<file path="src/rsa_div.sv">
// ----------------------------------------------------------------------------
// rsa_div : shared restoring divider
// One quotient bit per cycle.
// ----------------------------------------------------------------------------
`default_nettype none

module rsa_div (
    input  wire         i_clk,
    input  wire         i_rst_n,
    input  wire         i_start,
    input  wire  [63:0] i_dividend,
    input  wire  [45:0] i_divisor,
    output logic        o_done,
    output logic [63:0] o_quot
);

    logic [46:0] r_rem, n_rem;
    logic [63:0] r_dvd, n_dvd;
    logic [45:0] r_div, n_div;
    logic [6:0]  r_cnt, n_cnt;
    logic        r_busy, n_busy;
    logic        r_done, n_done;
    logic [46:0] w_sh;
    logic        w_ge;

    assign w_sh = {r_rem[45:0], r_dvd[63]};
    assign w_ge = (w_sh >= {1'b0, r_div});

    always_comb begin
        n_rem  = r_rem;
        n_dvd  = r_dvd;
        n_div  = r_div;
        n_cnt  = r_cnt;
        n_busy = r_busy;
        n_done = 1'b0;
        if (i_start) begin
            n_rem  = '0;
            n_dvd  = i_dividend;
            n_div  = i_divisor;
            n_cnt  = 7'd64;
            n_busy = 1'b1;
        end else if (r_busy) begin
            // shift in one dividend bit, subtract where it fits
            n_rem = w_ge ? (w_sh - {1'b0, r_div}) : w_sh;
            n_dvd = {r_dvd[62:0], w_ge};
            n_cnt = r_cnt - 7'd1;
            if (r_cnt == 7'd1) begin
                n_busy = 1'b0;
                n_done = 1'b1;
            end
        end
    end

    always_ff @(posedge i_clk) begin
        if (!i_rst_n) begin
            r_busy <= 1'b0;
            r_done <= 1'b0;
            r_cnt  <= '0;
        end else begin
            r_busy <= n_busy;
            r_done <= n_done;
            r_cnt  <= n_cnt;
        end
        r_rem <= n_rem;
        r_dvd <= n_dvd;
        r_div <= n_div;
    end

    assign o_done = r_done;
    assign o_quot = r_dvd;

endmodule

`default_nettype wire

</file>
<file path="config.mk">
export PLATFORM = sky130hd
export DESIGN_NAME = rsa_div
export DESIGN_NICKNAME = d
export VERILOG_FILES = /design/src/rsa_div.sv
export SDC_FILE = /design/constraint.sdc
export NUM_CORES = 1
export LEC_CHECK = 0
export ABC_AREA = 1
export BUFFER_PORTS_ARGS = -buffer_cell sky130_fd_sc_hd__buf_4
export CAP_MARGIN = 20
export CORE_MARGIN = 4
export CORE_UTILIZATION = 58
export DETAILED_ROUTE_END_ITERATION = 10
export GPL_TIMING_DRIVEN = 0
export PLACE_DENSITY_LB_ADDON = 0.15
export SYNTH_ARGS = -nofsm -noshare
export SYNTH_HDL_FRONTEND = slang
export SYNTH_SLANG_ARGS = --single-unit
export TNS_END_PERCENT = 1
</file>
<file path="constraint.sdc">
create_clock -name i_clk -period 3.6 [get_ports i_clk]
set_input_delay 0.18 -clock i_clk [delete_from_list [all_inputs] [get_ports i_clk]]
set_output_delay 0.18 -clock i_clk [all_outputs]
set_load 0.02 [all_outputs]
</file>
==> metrics.yaml, run 1 <==
power:
  total_power_mw: 4.95
  p_per_area_nw_per_um2: 359
  p_leak_nw: 7.40
  max-vdd-ir-drop_mv: 0.378
outcome:
  status: "finished, final reports clean"
finish:
  final_core_util: 0.755
  final_cell_area_sq_um: 13800
  antenna_cells: 0
  stdcell_count: 2077
  drive_gt1_frac: 0.150
  fin_nets: 1997
  area_growth_pct: 26.3
timing:
  hold_ws_ps: 8.88
  finalMaxSlewViolations: 0
  tightest_slew_ps: 673
  setup_tns_ps: 0
  fin_ws_ps: 926
  maxSlewHeadroom: 0.551
  finalHoldViolCount: 0
  setup_viol: 0
  finalCritPeriodShare: 0.743
  rsz0062_at_grt: "no"
  fin_worst_skew_ps: 13.4
  layout_min_cycle_time_ps: 2670
  fmax_mhz: 374
critical_path:
  timing.rr.start: "o_quot[63]$_DFFE_PP_"
  critPathMostFrequentCell: "nand2_1"
  start_kind: "flip-flop"
  cp_cell_sequence: "inv_1 -> ha_1 -> inv_1 -> fa_1 -> nand2_1 -> nand3_1 -> nand3_1 -> nand2_1 -> nand2_1 -> nand3_1 -> nand2_1 -> nand2_1 -> nand2_1 -> nand3_1 -> nand2_1 -> nand2_1"
  end_kind: "flip-flop"
  worst-endpoint-required_ps: 3930
  reg2reg_to: "r_rem[40]$_SDFFE_PP0P_"
  worst_path_largest_cell_delay_ps: 490
  crit_start: "o_quot[63]$_DFFE_PP_"
  slowest_stage: "edfxtp_1"
  r2r_cells: 16
  r2r_setup_slack_ps: 930
  path_max_fanout: 4
  crit_type: "reg -> reg"
  arrival_ps: 3000
yosys:
  synth_top_family_by_area: "simple AND/OR/NAND/NOR gates"
  syn_avg_cell_area_sq_um: 6.93
  muxShareOfSynthArea: 0
  synth_compound_area_frac: 0.0354
  ys_warn_count: 0
  syn_inst: 1577
  async_flop_share: 0
  synth_xor_area_frac: 0.0184
  synth_simple_gate_area_frac: 0.370
  syn_nets: 1739
  synth_edf_count: 110
  ys.flop_type: "edfxtp_1"
  synth_cell_type_count: 40
  syn-cell-area_sq_um: 10900
  ys_ff_latch: 165
  synth-adder-area-share: 0.0568
  seq_area_frac_synth: 0.403
die:
  rows: 49
  die_w_um: 145
  dieHeight_um: 145
  io_pins: 178
  coreArea_sq_um: 18300
  die_area_sq_um: 21100
  start_util: 0.598
job:
  drv_cap: 0
place:
  port_buffers: 177
  dpl.cell_count: 1984
  place_congestion: 1.02
  dpl_worst_slack_ps: 1010
  placed_cell_area_sq_um: 12600
  dp_hpwl_mm: 23.9
min_path:
  min_path_cells: 3
  hp-class: "in -> reg"
  hold_path_startpoint: "i_dividend[62]"
  min_to: "o_quot[62]$_DFFE_PP_"
global_routing:
  grt_pass1_wl_mm: 51.4
  grt_max_degree: 69
  grt.overflow.total: 0
  grtUsageTotal: 0.298
  antenna_found_initial: 0
  grt_pass1_vias: 10500
routing:
  num_vias: 10600
  wire_per_inst_um: 15.2
  drc: 0
  firstDrtPassIters: 8
  drt_iter0_drc: 729
  routed_wl_mm: 31.6
  ant_nets: 0
  viasPerCell: 5.08
cts:
  cts.clk_slew.worst_paths_ps: 80
  cts_max_level: 4
  post_cts_buffers: 0
  clk_latency_ps: 440
  cts_tree: "built"
  cts-root-buf: "clkbuf_16"
  clkSinkCount: 165
  cts_made_buffers: 17
  clock_path_buffers: 2
[cells by family after synthesis]
family | count (synthesis)
adders and majority gates | 49
buffers and inverters | 316
DFF | 165
AOI/OAI and AO/OA | 69
xor gates and xnor gates | 23
and+or+nand+nor | 955
[Yosys cell counts, types with 8 or more instances]
master | number | area, sq um
nand2_1 | 677 | 2540
inv_1 | 269 | 1010
edfxtp_1 | 110 | 3300
nand3_1 | 103 | 515
nor2_1 | 88 | 330
dfxtp_1 | 55 | 1100
ha_1 | 48 | 601
a21oi_1 | 35 | 175
nand3b_1 | 28 | 210
xnor2_1 | 22 | 193
clkbuf_1 | 17 | 63.8
o21ai_1 | 11 | 55.1
nand2_2 | 10 | 62.6
nand3_2 | 10 | 100
nor2_2 | 10 | 62.6
nor3_1 | 9 | 45.0
nand4_1 | 8 | 50.1
[state kept, by name, indices dropped and copies added (netlist names)]
| signal | flops |
|---|---|
| o_quot | 64 |
| r_div | 46 |
| r_rem | 46 |
| r_cnt | 7 |
| o_done | 1 |
| r_busy | 1 |
[worst max-delay path: cells and delay by family, from the launching register on]
family                     cells  cell delay, ps
buffers and inverters          2             200
adders and majority gates      2             600
and+or+nand+nor               12            1270
DFF                            1             490
[timing repair]
item | 4_1_cts | 5_1_grt
hold endpoints to repair | 60 | 0
gates resized for setup | 0 | 0
hold buffers | 60 | 0
[placed cells by master (no fill, tap or decap), types with 3 or more instances in the layout]
| cell | Yosys | layout |
|---|---|---|
| nor2_2 | 10 | 10 |
| clkinv_8 | 0 | 4 |
| dlygate4sd3_1 | 0 | 60 |
| nor2_1 | 88 | 88 |
| clkbuf_1 | 17 | 17 |
| clkinv_4 | 0 | 3 |
| buf_4 | 5 | 182 |
| buf_6 | 6 | 7 |
| xnor2_1 | 22 | 22 |
| ha_1 | 48 | 48 |
| nand2_2 | 10 | 10 |
| and2_1 | 4 | 4 |
| inv_8 | 0 | 4 |
| o21ai_1 | 11 | 11 |
| buf_2 | 7 | 7 |
| nand2_1 | 677 | 677 |
| nand3_1 | 103 | 103 |
| nand3_2 | 10 | 10 |
| o21ai_0 | 7 | 7 |
| a21oi_1 | 35 | 35 |
| inv_1 | 269 | 269 |
| o21bai_1 | 7 | 7 |
| inv_2 | 7 | 7 |
| nand4_1 | 8 | 8 |
| nor3_1 | 9 | 9 |
| nand3b_1 | 28 | 28 |
| clkbuf_16 | 0 | 17 |
| dfxtp_1 | 55 | 55 |
| edfxtp_1 | 110 | 110 |
| nor2_4 | 3 | 3 |
[cell type report]
| type | count | area (sq um) |
|---|---|---|
| Timing Repair Buffer | 239 | 1970 |
| Clock buffer | 18 | 429 |
| Clock inverter | 14 | 184 |
| Inverter | 278 | 1040 |
| Sequential cell | 165 | 4400 |
| Multi-Input combinational cell | 1096 | 5250 |
| Buffer | 38 | 235 |
| Fill cell | 1434 | 4470 |
| Tap cell | 229 | 287 |
[worst max path at each step]
stage                     depth (start not counted)                     end  slack, ps
after floorplan                                   3     o_quot[0]$_DFFE_PP_        550
after global placement                            4    o_quot[53]$_DFFE_PP_      -1060
after detailed placement                         16  r_rem[40]$_SDFFE_PP0P_       1010
after CTS                                        16  r_rem[40]$_SDFFE_PP0P_        990
after global routing                             16  r_rem[40]$_SDFFE_PP0P_        810
final                                            16  r_rem[40]$_SDFFE_PP0P_        930
[where the power goes]
group          total, mW  internal, mW  switching, mW
registers           2.24          2.17         0.0676
clock network       1.90          1.00          0.896
logic              0.814         0.346          0.468
[metal layers]
| layer | vias to the layer above | part of all wire | global-route usage |
|---|---|---|---|
| li1 | 5376 | - | - |
| met1 | 4750 | 0.42 | 0.370 |
| met2 | 366 | 0.48 | 0.510 |
| met3 | 66 | 0.071 | 0.0689 |
| met4 | 0 | 0.031 | 0.106 |
| met5 | - | 0 | 0 |
No activity file was read; power rests on OpenSTA's default activity.
==> run 2: changes to the inputs <==
--- a/config.mk
+++ b/config.mk
@@ -9,7 +9,7 @@
 export BUFFER_PORTS_ARGS = -buffer_cell sky130_fd_sc_hd__buf_4
 export CAP_MARGIN = 20
 export CORE_MARGIN = 4
-export CORE_UTILIZATION = 58
+export CORE_UTILIZATION = 52
 export DETAILED_ROUTE_END_ITERATION = 10
 export GPL_TIMING_DRIVEN = 0
 export PLACE_DENSITY_LB_ADDON = 0.15
==> constraint.sdc (replaced) <==
create_clock -name i_clk -period 2.2 [get_ports i_clk]
set_input_delay 0.11 -clock i_clk [delete_from_list [all_inputs] [get_ports i_clk]]
set_output_delay 0.11 -clock i_clk [all_outputs]
set_load 0.02 [all_outputs]
==> metrics.yaml, run 2 (synthesized netlist as in run 1, its figures left out) <==
timing:
  tightest_slew_ps: 744
  fmax_mhz: 420
  layout_min_cycle_time_ps: 2380
  finalMaxSlewViolations: 0
  rsz0062_at_grt: "yes"
  setup_tns_ps: -3200
  setup_viol: 45
  fin_worst_skew_ps: 19.1
  fin_ws_ps: -181
  finalCritPeriodShare: 1.08
  finalHoldViolCount: 0
  maxSlewHeadroom: 0.504
critical_path:
  cp_cell_sequence: "inv_2 -> ha_4 -> nand2_2 -> clkinv_2 -> nand2_1 -> nand2_1 -> o21bai_2 -> nor2b_4 -> nor2_8 -> buf_12 -> buf_6 -> nand3_1 -> nand2_1 -> inv_1 -> nand2_1 -> nand2_1"
  end_kind: "flip-flop"
  worst-endpoint-required_ps: 2530
  path_max_fanout: 6
  arrival_ps: 2710
  slowest_stage: "edfxtp_1"
  start_kind: "flip-flop"
  worst_path_largest_cell_delay_ps: 380
  critPathMostFrequentCell: "nand2_1"
  crit_type: "reg -> reg"
die:
  rows: 52
  dieHeight_um: 153
  die_area_sq_um: 23400
  io_pins: 178
  coreArea_sq_um: 20400
  die_w_um: 153
  start_util: 0.535
finish:
  largest_reg_flops: 64
  antenna_cells: 0
  stdcell_count: 2207
  mostFrequentLayoutCells: "nand2_1, inv_1, buf_4"
  drive_gt1_frac: 0.242
  final_common_cell: "nand2_1"
  area_growth_pct: 45.3
  final_core_util: 0.777
  fin_nets: 2086
  fillCellCount: 1372
power:
  p_int_mw: 5.83
  p_leak_nw: 7.98
  p_per_area_nw_per_um2: 528
  max-vdd-ir-drop_mv: 0.476
  netSwitchingFraction: 0.305
  p_clk_frac: 0.364
  p_switching_mw: 2.55
  seqPwrFrac: 0.438
  combPwrFrac: 0.198
  total_power_mw: 8.38
place:
  dpl.cell_count: 2025
  dpl_worst_slack_ps: -410
  place_congestion: 1.02
  port_buffers: 177
  dp_hpwl_mm: 24.2
global_routing:
  grtUsageTotal: 0.305
  grt_pass1_wl_mm: 57.7
  antenna_found_initial: 0
  grt.overflow.total: 0
  grt_max_degree: 68
  grt_pass1_vias: 11600
routing:
  firstDrtPassIters: 5
  drc: 0
  ant_nets: 0
  viasPerCell: 5.22
  drt_iter0_drc: 832
  num_vias: 11500
  routed_wl_mm: 37.6
  wire_per_inst_um: 17.0
cts:
  cts_made_buffers: 17
  clk_latency_ps: 440
  cts_max_level: 4
  clkSinkCount: 165
  cts.clk_slew.worst_paths_ps: 80
  cts-root-buf: "clkbuf_16"
  cts_tree: "built"
  clock_path_buffers: 2
outcome:
  status: "finished, violations left"
  violations: "negative setup slack"
job:
  drv_cap: 0
min_path:
  hp-class: "in -> reg"
==> run 2: changes by cell type in the layout (fill, tap and decap cells not counted), moves of 20 or more <==
| cell | before | now |
|---|---|---|
| ha_1 | 48 | 7 |
| nand2_2 | 10 | 53 |
| ha_4 | 0 | 41 |
| dlygate4sd3_1 | 60 | 110 |
| buf_4 | 182 | 203 |
| inv_1 | 269 | 249 |
| nand2_1 | 677 | 628 |
==> run 2: layout make-up <==
| class | instances | area (sq um) | area share |
|---|---|---|---|
| Buffer | 37 | 330 | 0.0208 |
| Clock buffer | 18 | 429 | 0.0270 |
| Clock inverter | 14 | 159 | 0.0100 |
| Inverter | 278 | 1050 | 0.0660 |
| Multi-Input combinational cell | 1097 | 6190 | 0.390 |
| Sequential cell | 165 | 4400 | 0.277 |
| Tap cell | 270 | 338 | 0.0213 |
| Timing Repair Buffer | 328 | 2980 | 0.188 |
==> run 2: path summary, 6_finish.rpt <==
kind / depth (start not counted) / slack [ps] / end / start
max: 16 / -180 / r_rem[45]$_SDFFE_PP0P_ / r_div[38]$_DFFE_PP_
min: 3 / 30 / o_quot[0]$_DFFE_PP_ / i_dividend[0]
max reg2reg: 16 / -180 / r_rem[45]$_SDFFE_PP0P_ / r_div[38]$_DFFE_PP_
min reg2reg: 2 / 480 / r_cnt[6]$_SDFFE_PN0P_ / r_cnt[6]$_SDFFE_PN0P_
==> run 2: metal layers <==
layer,GRT usage,vias up,part of all wire
met4,0.103,0,0.035
met2,0.541,567,0.49
met5,0,-,0
met3,0.0628,108,0.084
met1,0.369,5270,0.39
li1,-,5566,-
==> run 2: timing repair <==
| item | 4_1_cts | 5_1_grt |
|---|---|---|
| gates resized for setup | 151 | 74 |
| cloned | 5 | 3 |
| hold buffers | 110 | 0 |
| pin swaps | 34 | 29 |
| setup buffers | 28 | 5 |
| hold endpoints to repair | 111 | 0 |
| setup endpoints to repair | 47 | 49 |
==> run 2: critical path: cells and delay by family, from the launching register on <==
kind | cells | cell delay [ps]
and+or+nand+nor | 9 | 930
buffers and inverters | 5 | 510
DFF | 1 | 380
adders and majority gates | 1 | 220
AOI/OAI and AO/OA | 1 | 220
==> run 2: power groups by stage <==
stage                     sequential [mW]  clock, mW  combinational, mW
after detailed placement             3.72          0               1.24
final                                3.67       3.05               1.66
after CTS                            3.66       3.07               1.56
after floorplan                      3.86          0              0.538
after global placement               3.72          0               1.21
after global routing                 3.69       3.19               1.77
==> run 2: metrics by stage <==
step / cell area [sq um] / hold slack, ps
2_1_floorplan: 10900 / 209
3_3_place_gp: 12600 / 288
3_5_place_dp: 12600 / 289
4_1_cts: 15500 / 14.4
5_1_grt: 15900 / 56.9
6_report: 15900 / 27.0
==> run 3: changes to the inputs <==
--- a/config.mk
+++ b/config.mk
@@ -12,7 +12,7 @@
 export CORE_UTILIZATION = 52
 export DETAILED_ROUTE_END_ITERATION = 10
 export GPL_TIMING_DRIVEN = 0
-export PLACE_DENSITY_LB_ADDON = 0.15
+export PLACE_DENSITY = 0.77
 export SYNTH_ARGS = -nofsm -noshare
 export SYNTH_HDL_FRONTEND = slang
 export SYNTH_SLANG_ARGS = --single-unit
==> metrics.yaml, run 3 (synthesized netlist as in run 1, its figures left out) <==
outcome:
  status: "finished, violations left"
  violations: "negative setup slack"
die:
  start_util: 0.535
  die_w_um: 153
  coreArea_sq_um: 20400
  rows: 52
  io_pins: 178
  dieHeight_um: 153
  die_area_sq_um: 23400
finish:
  stdcell_count: 2194
  fillCellCount: 1512
  regArea_sq_um: 4400
  fin_nets: 2073
  multi_input_area_sq_um: 5900
  final_cell_area_sq_um: 15300
  antenna_cells: 0
  area_growth_pct: 40.4
  largest_reg_flops: 64
  final_common_cell: "nand2_1"
  mostFrequentLayoutCells: "nand2_1, inv_1, buf_4"
  drive_gt1_frac: 0.209
critical_path:
  arrival_ps: 2680
  slowest_stage: "edfxtp_1"
  start_kind: "flip-flop"
  timing.rr.start: "o_quot[63]$_DFFE_PP_"
  crit_start: "o_quot[63]$_DFFE_PP_"
  cp_cell_sequence: "inv_2 -> ha_4 -> inv_2 -> fa_2 -> nand2_1 -> nand3_2 -> and2_4 -> nand2_1 -> nand3b_1 -> nand2_1 -> nand2_1 -> nand2_1 -> nand3_1 -> nand2_1 -> nand2_1"
  reg2reg_to: "r_rem[36]$_SDFFE_PP0P_"
  worst_path_largest_cell_delay_ps: 510
  r2r_cells: 15
  crit_cells: 15
  crit_type: "reg -> reg"
  crit_buf_inv: 2
  r2r_setup_slack_ps: -160
  end_kind: "flip-flop"
  cpLargestDelayFamily: "simple AND/OR/NAND/NOR gates"
  worst-endpoint-required_ps: 2520
  path_max_fanout: 4
  critPathMostFrequentCell: "nand2_1"
routing:
  viasPerCell: 5.13
  drc: 0
  routed_wl_mm: 36.0
  ant_nets: 0
  drt_iter0_drc: 884
  num_vias: 11200
  firstDrtPassIters: 5
  wire_per_inst_um: 16.4
timing:
  fmax_mhz: 424
  hold_ws_ps: 12.7
  finalHoldViolCount: 0
  rsz0062_at_grt: "yes"
  layout_min_cycle_time_ps: 2360
  finalMaxSlewViolations: 0
  tightest_slew_ps: 677
  setup_viol: 32
  fin_ws_ps: -159
  maxSlewHeadroom: 0.549
  fin_worst_skew_ps: 11.9
  finalCritPeriodShare: 1.07
min_path:
  hold_path_startpoint: "i_dividend[48]"
  min_to: "o_quot[48]$_DFFE_PP_"
  min_path_cells: 3
  hp-class: "in -> reg"
place:
  dpl_worst_slack_ps: -360
  dpl.cell_count: 2025
  place_congestion: 1.02
  placed_cell_area_sq_um: 12600
  dp_hpwl_mm: 25.2
  port_buffers: 177
global_routing:
  grt_max_degree: 69
  antenna_found_initial: 0
  grt_pass1_vias: 11000
  grt.overflow.total: 0
  grtUsageTotal: 0.296
  grt_pass1_wl_mm: 55.6
power:
  p_leak_nw: 7.83
  p_per_area_nw_per_um2: 557
  max-vdd-ir-drop_mv: 0.512
cts:
  cts_made_buffers: 17
  cts_tree: "built"
  clk_latency_ps: 440
  clkSinkCount: 165
  cts_max_level: 4
  cts-root-buf: "clkbuf_16"
  cts.clk_slew.worst_paths_ps: 70
  clock_path_buffers: 2
job:
  drv_cap: 0
[run 3: where the power goes]
group	internal (mW)	leakage (nW)	total [mW]	switching, mW
clock network	1.86	0.303	3.28	1.41
logic	0.713	5.98	1.58	0.872
registers	3.55	1.55	3.69	0.130
[run 3: how the worst max path moves through the flow]
| stage | end | slack, ps |
|---|---|---|
| floorplan | r_rem[44]$_SDFFE_PP0P_ | 70 |
| global placement | o_quot[50]$_DFFE_PP_ | -940 |
| detailed placement | r_rem[40]$_SDFFE_PP0P_ | -360 |
| CTS | r_rem[36]$_SDFFE_PP0P_ | -120 |
| global route | r_rem[44]$_SDFFE_PP0P_ | -240 |
| finish | r_rem[36]$_SDFFE_PP0P_ | -160 |
[run 3: worst register-to-register path: cells and delay by family, from the launching register on]
kind / cells / cell delay, ps
adder cells (fa/ha/maj): 2 / 500
buffers and inverters: 2 / 180
flip-flops: 1 / 510
AND/OR/NAND/NOR: 11 / 1070
[run 3: repair_timing]
action,4_1_cts,5_1_grt
gates resized for setup,61,87
pin swaps,29,27
endpoints found under the hold margin,110,0
hold buffers,109,0
buffers inserted,9,16
cloned,1,1
setup endpoints to repair,47,47
[run 3: metrics by stage]
step | total power [mW] | util | TNS [ps]
4_1_cts | 8.43 | 0.721 | -3130
2_1_floorplan | 4.40 | - | 0
3_5_place_dp | 4.98 | 0.618 | -22210
6_report | 8.55 | 0.751 | -1630
3_3_place_gp | 4.95 | 0.617 | -76860
5_1_grt | 8.84 | 0.751 | -6680
[run 3: per-layer routing]
metal  part of all wire  vias up  GRT usage
met3              0.081       96     0.0769
li1                   -     5527          -
met4              0.043        0      0.128
met2               0.48      476      0.504
met1               0.39     5147      0.356
met5                  0        -          0
[run 3: area by class of cell]
cell class	instances	share of cell area
clock buffers	19	0.0289
clock inverters	13	0.0126
repair buffers	315	0.177
inverters	278	0.0680
multi-input cells	1096	0.385
plain buffers	38	0.0197
well taps	270	0.0220
flip-flops and latches	165	0.287
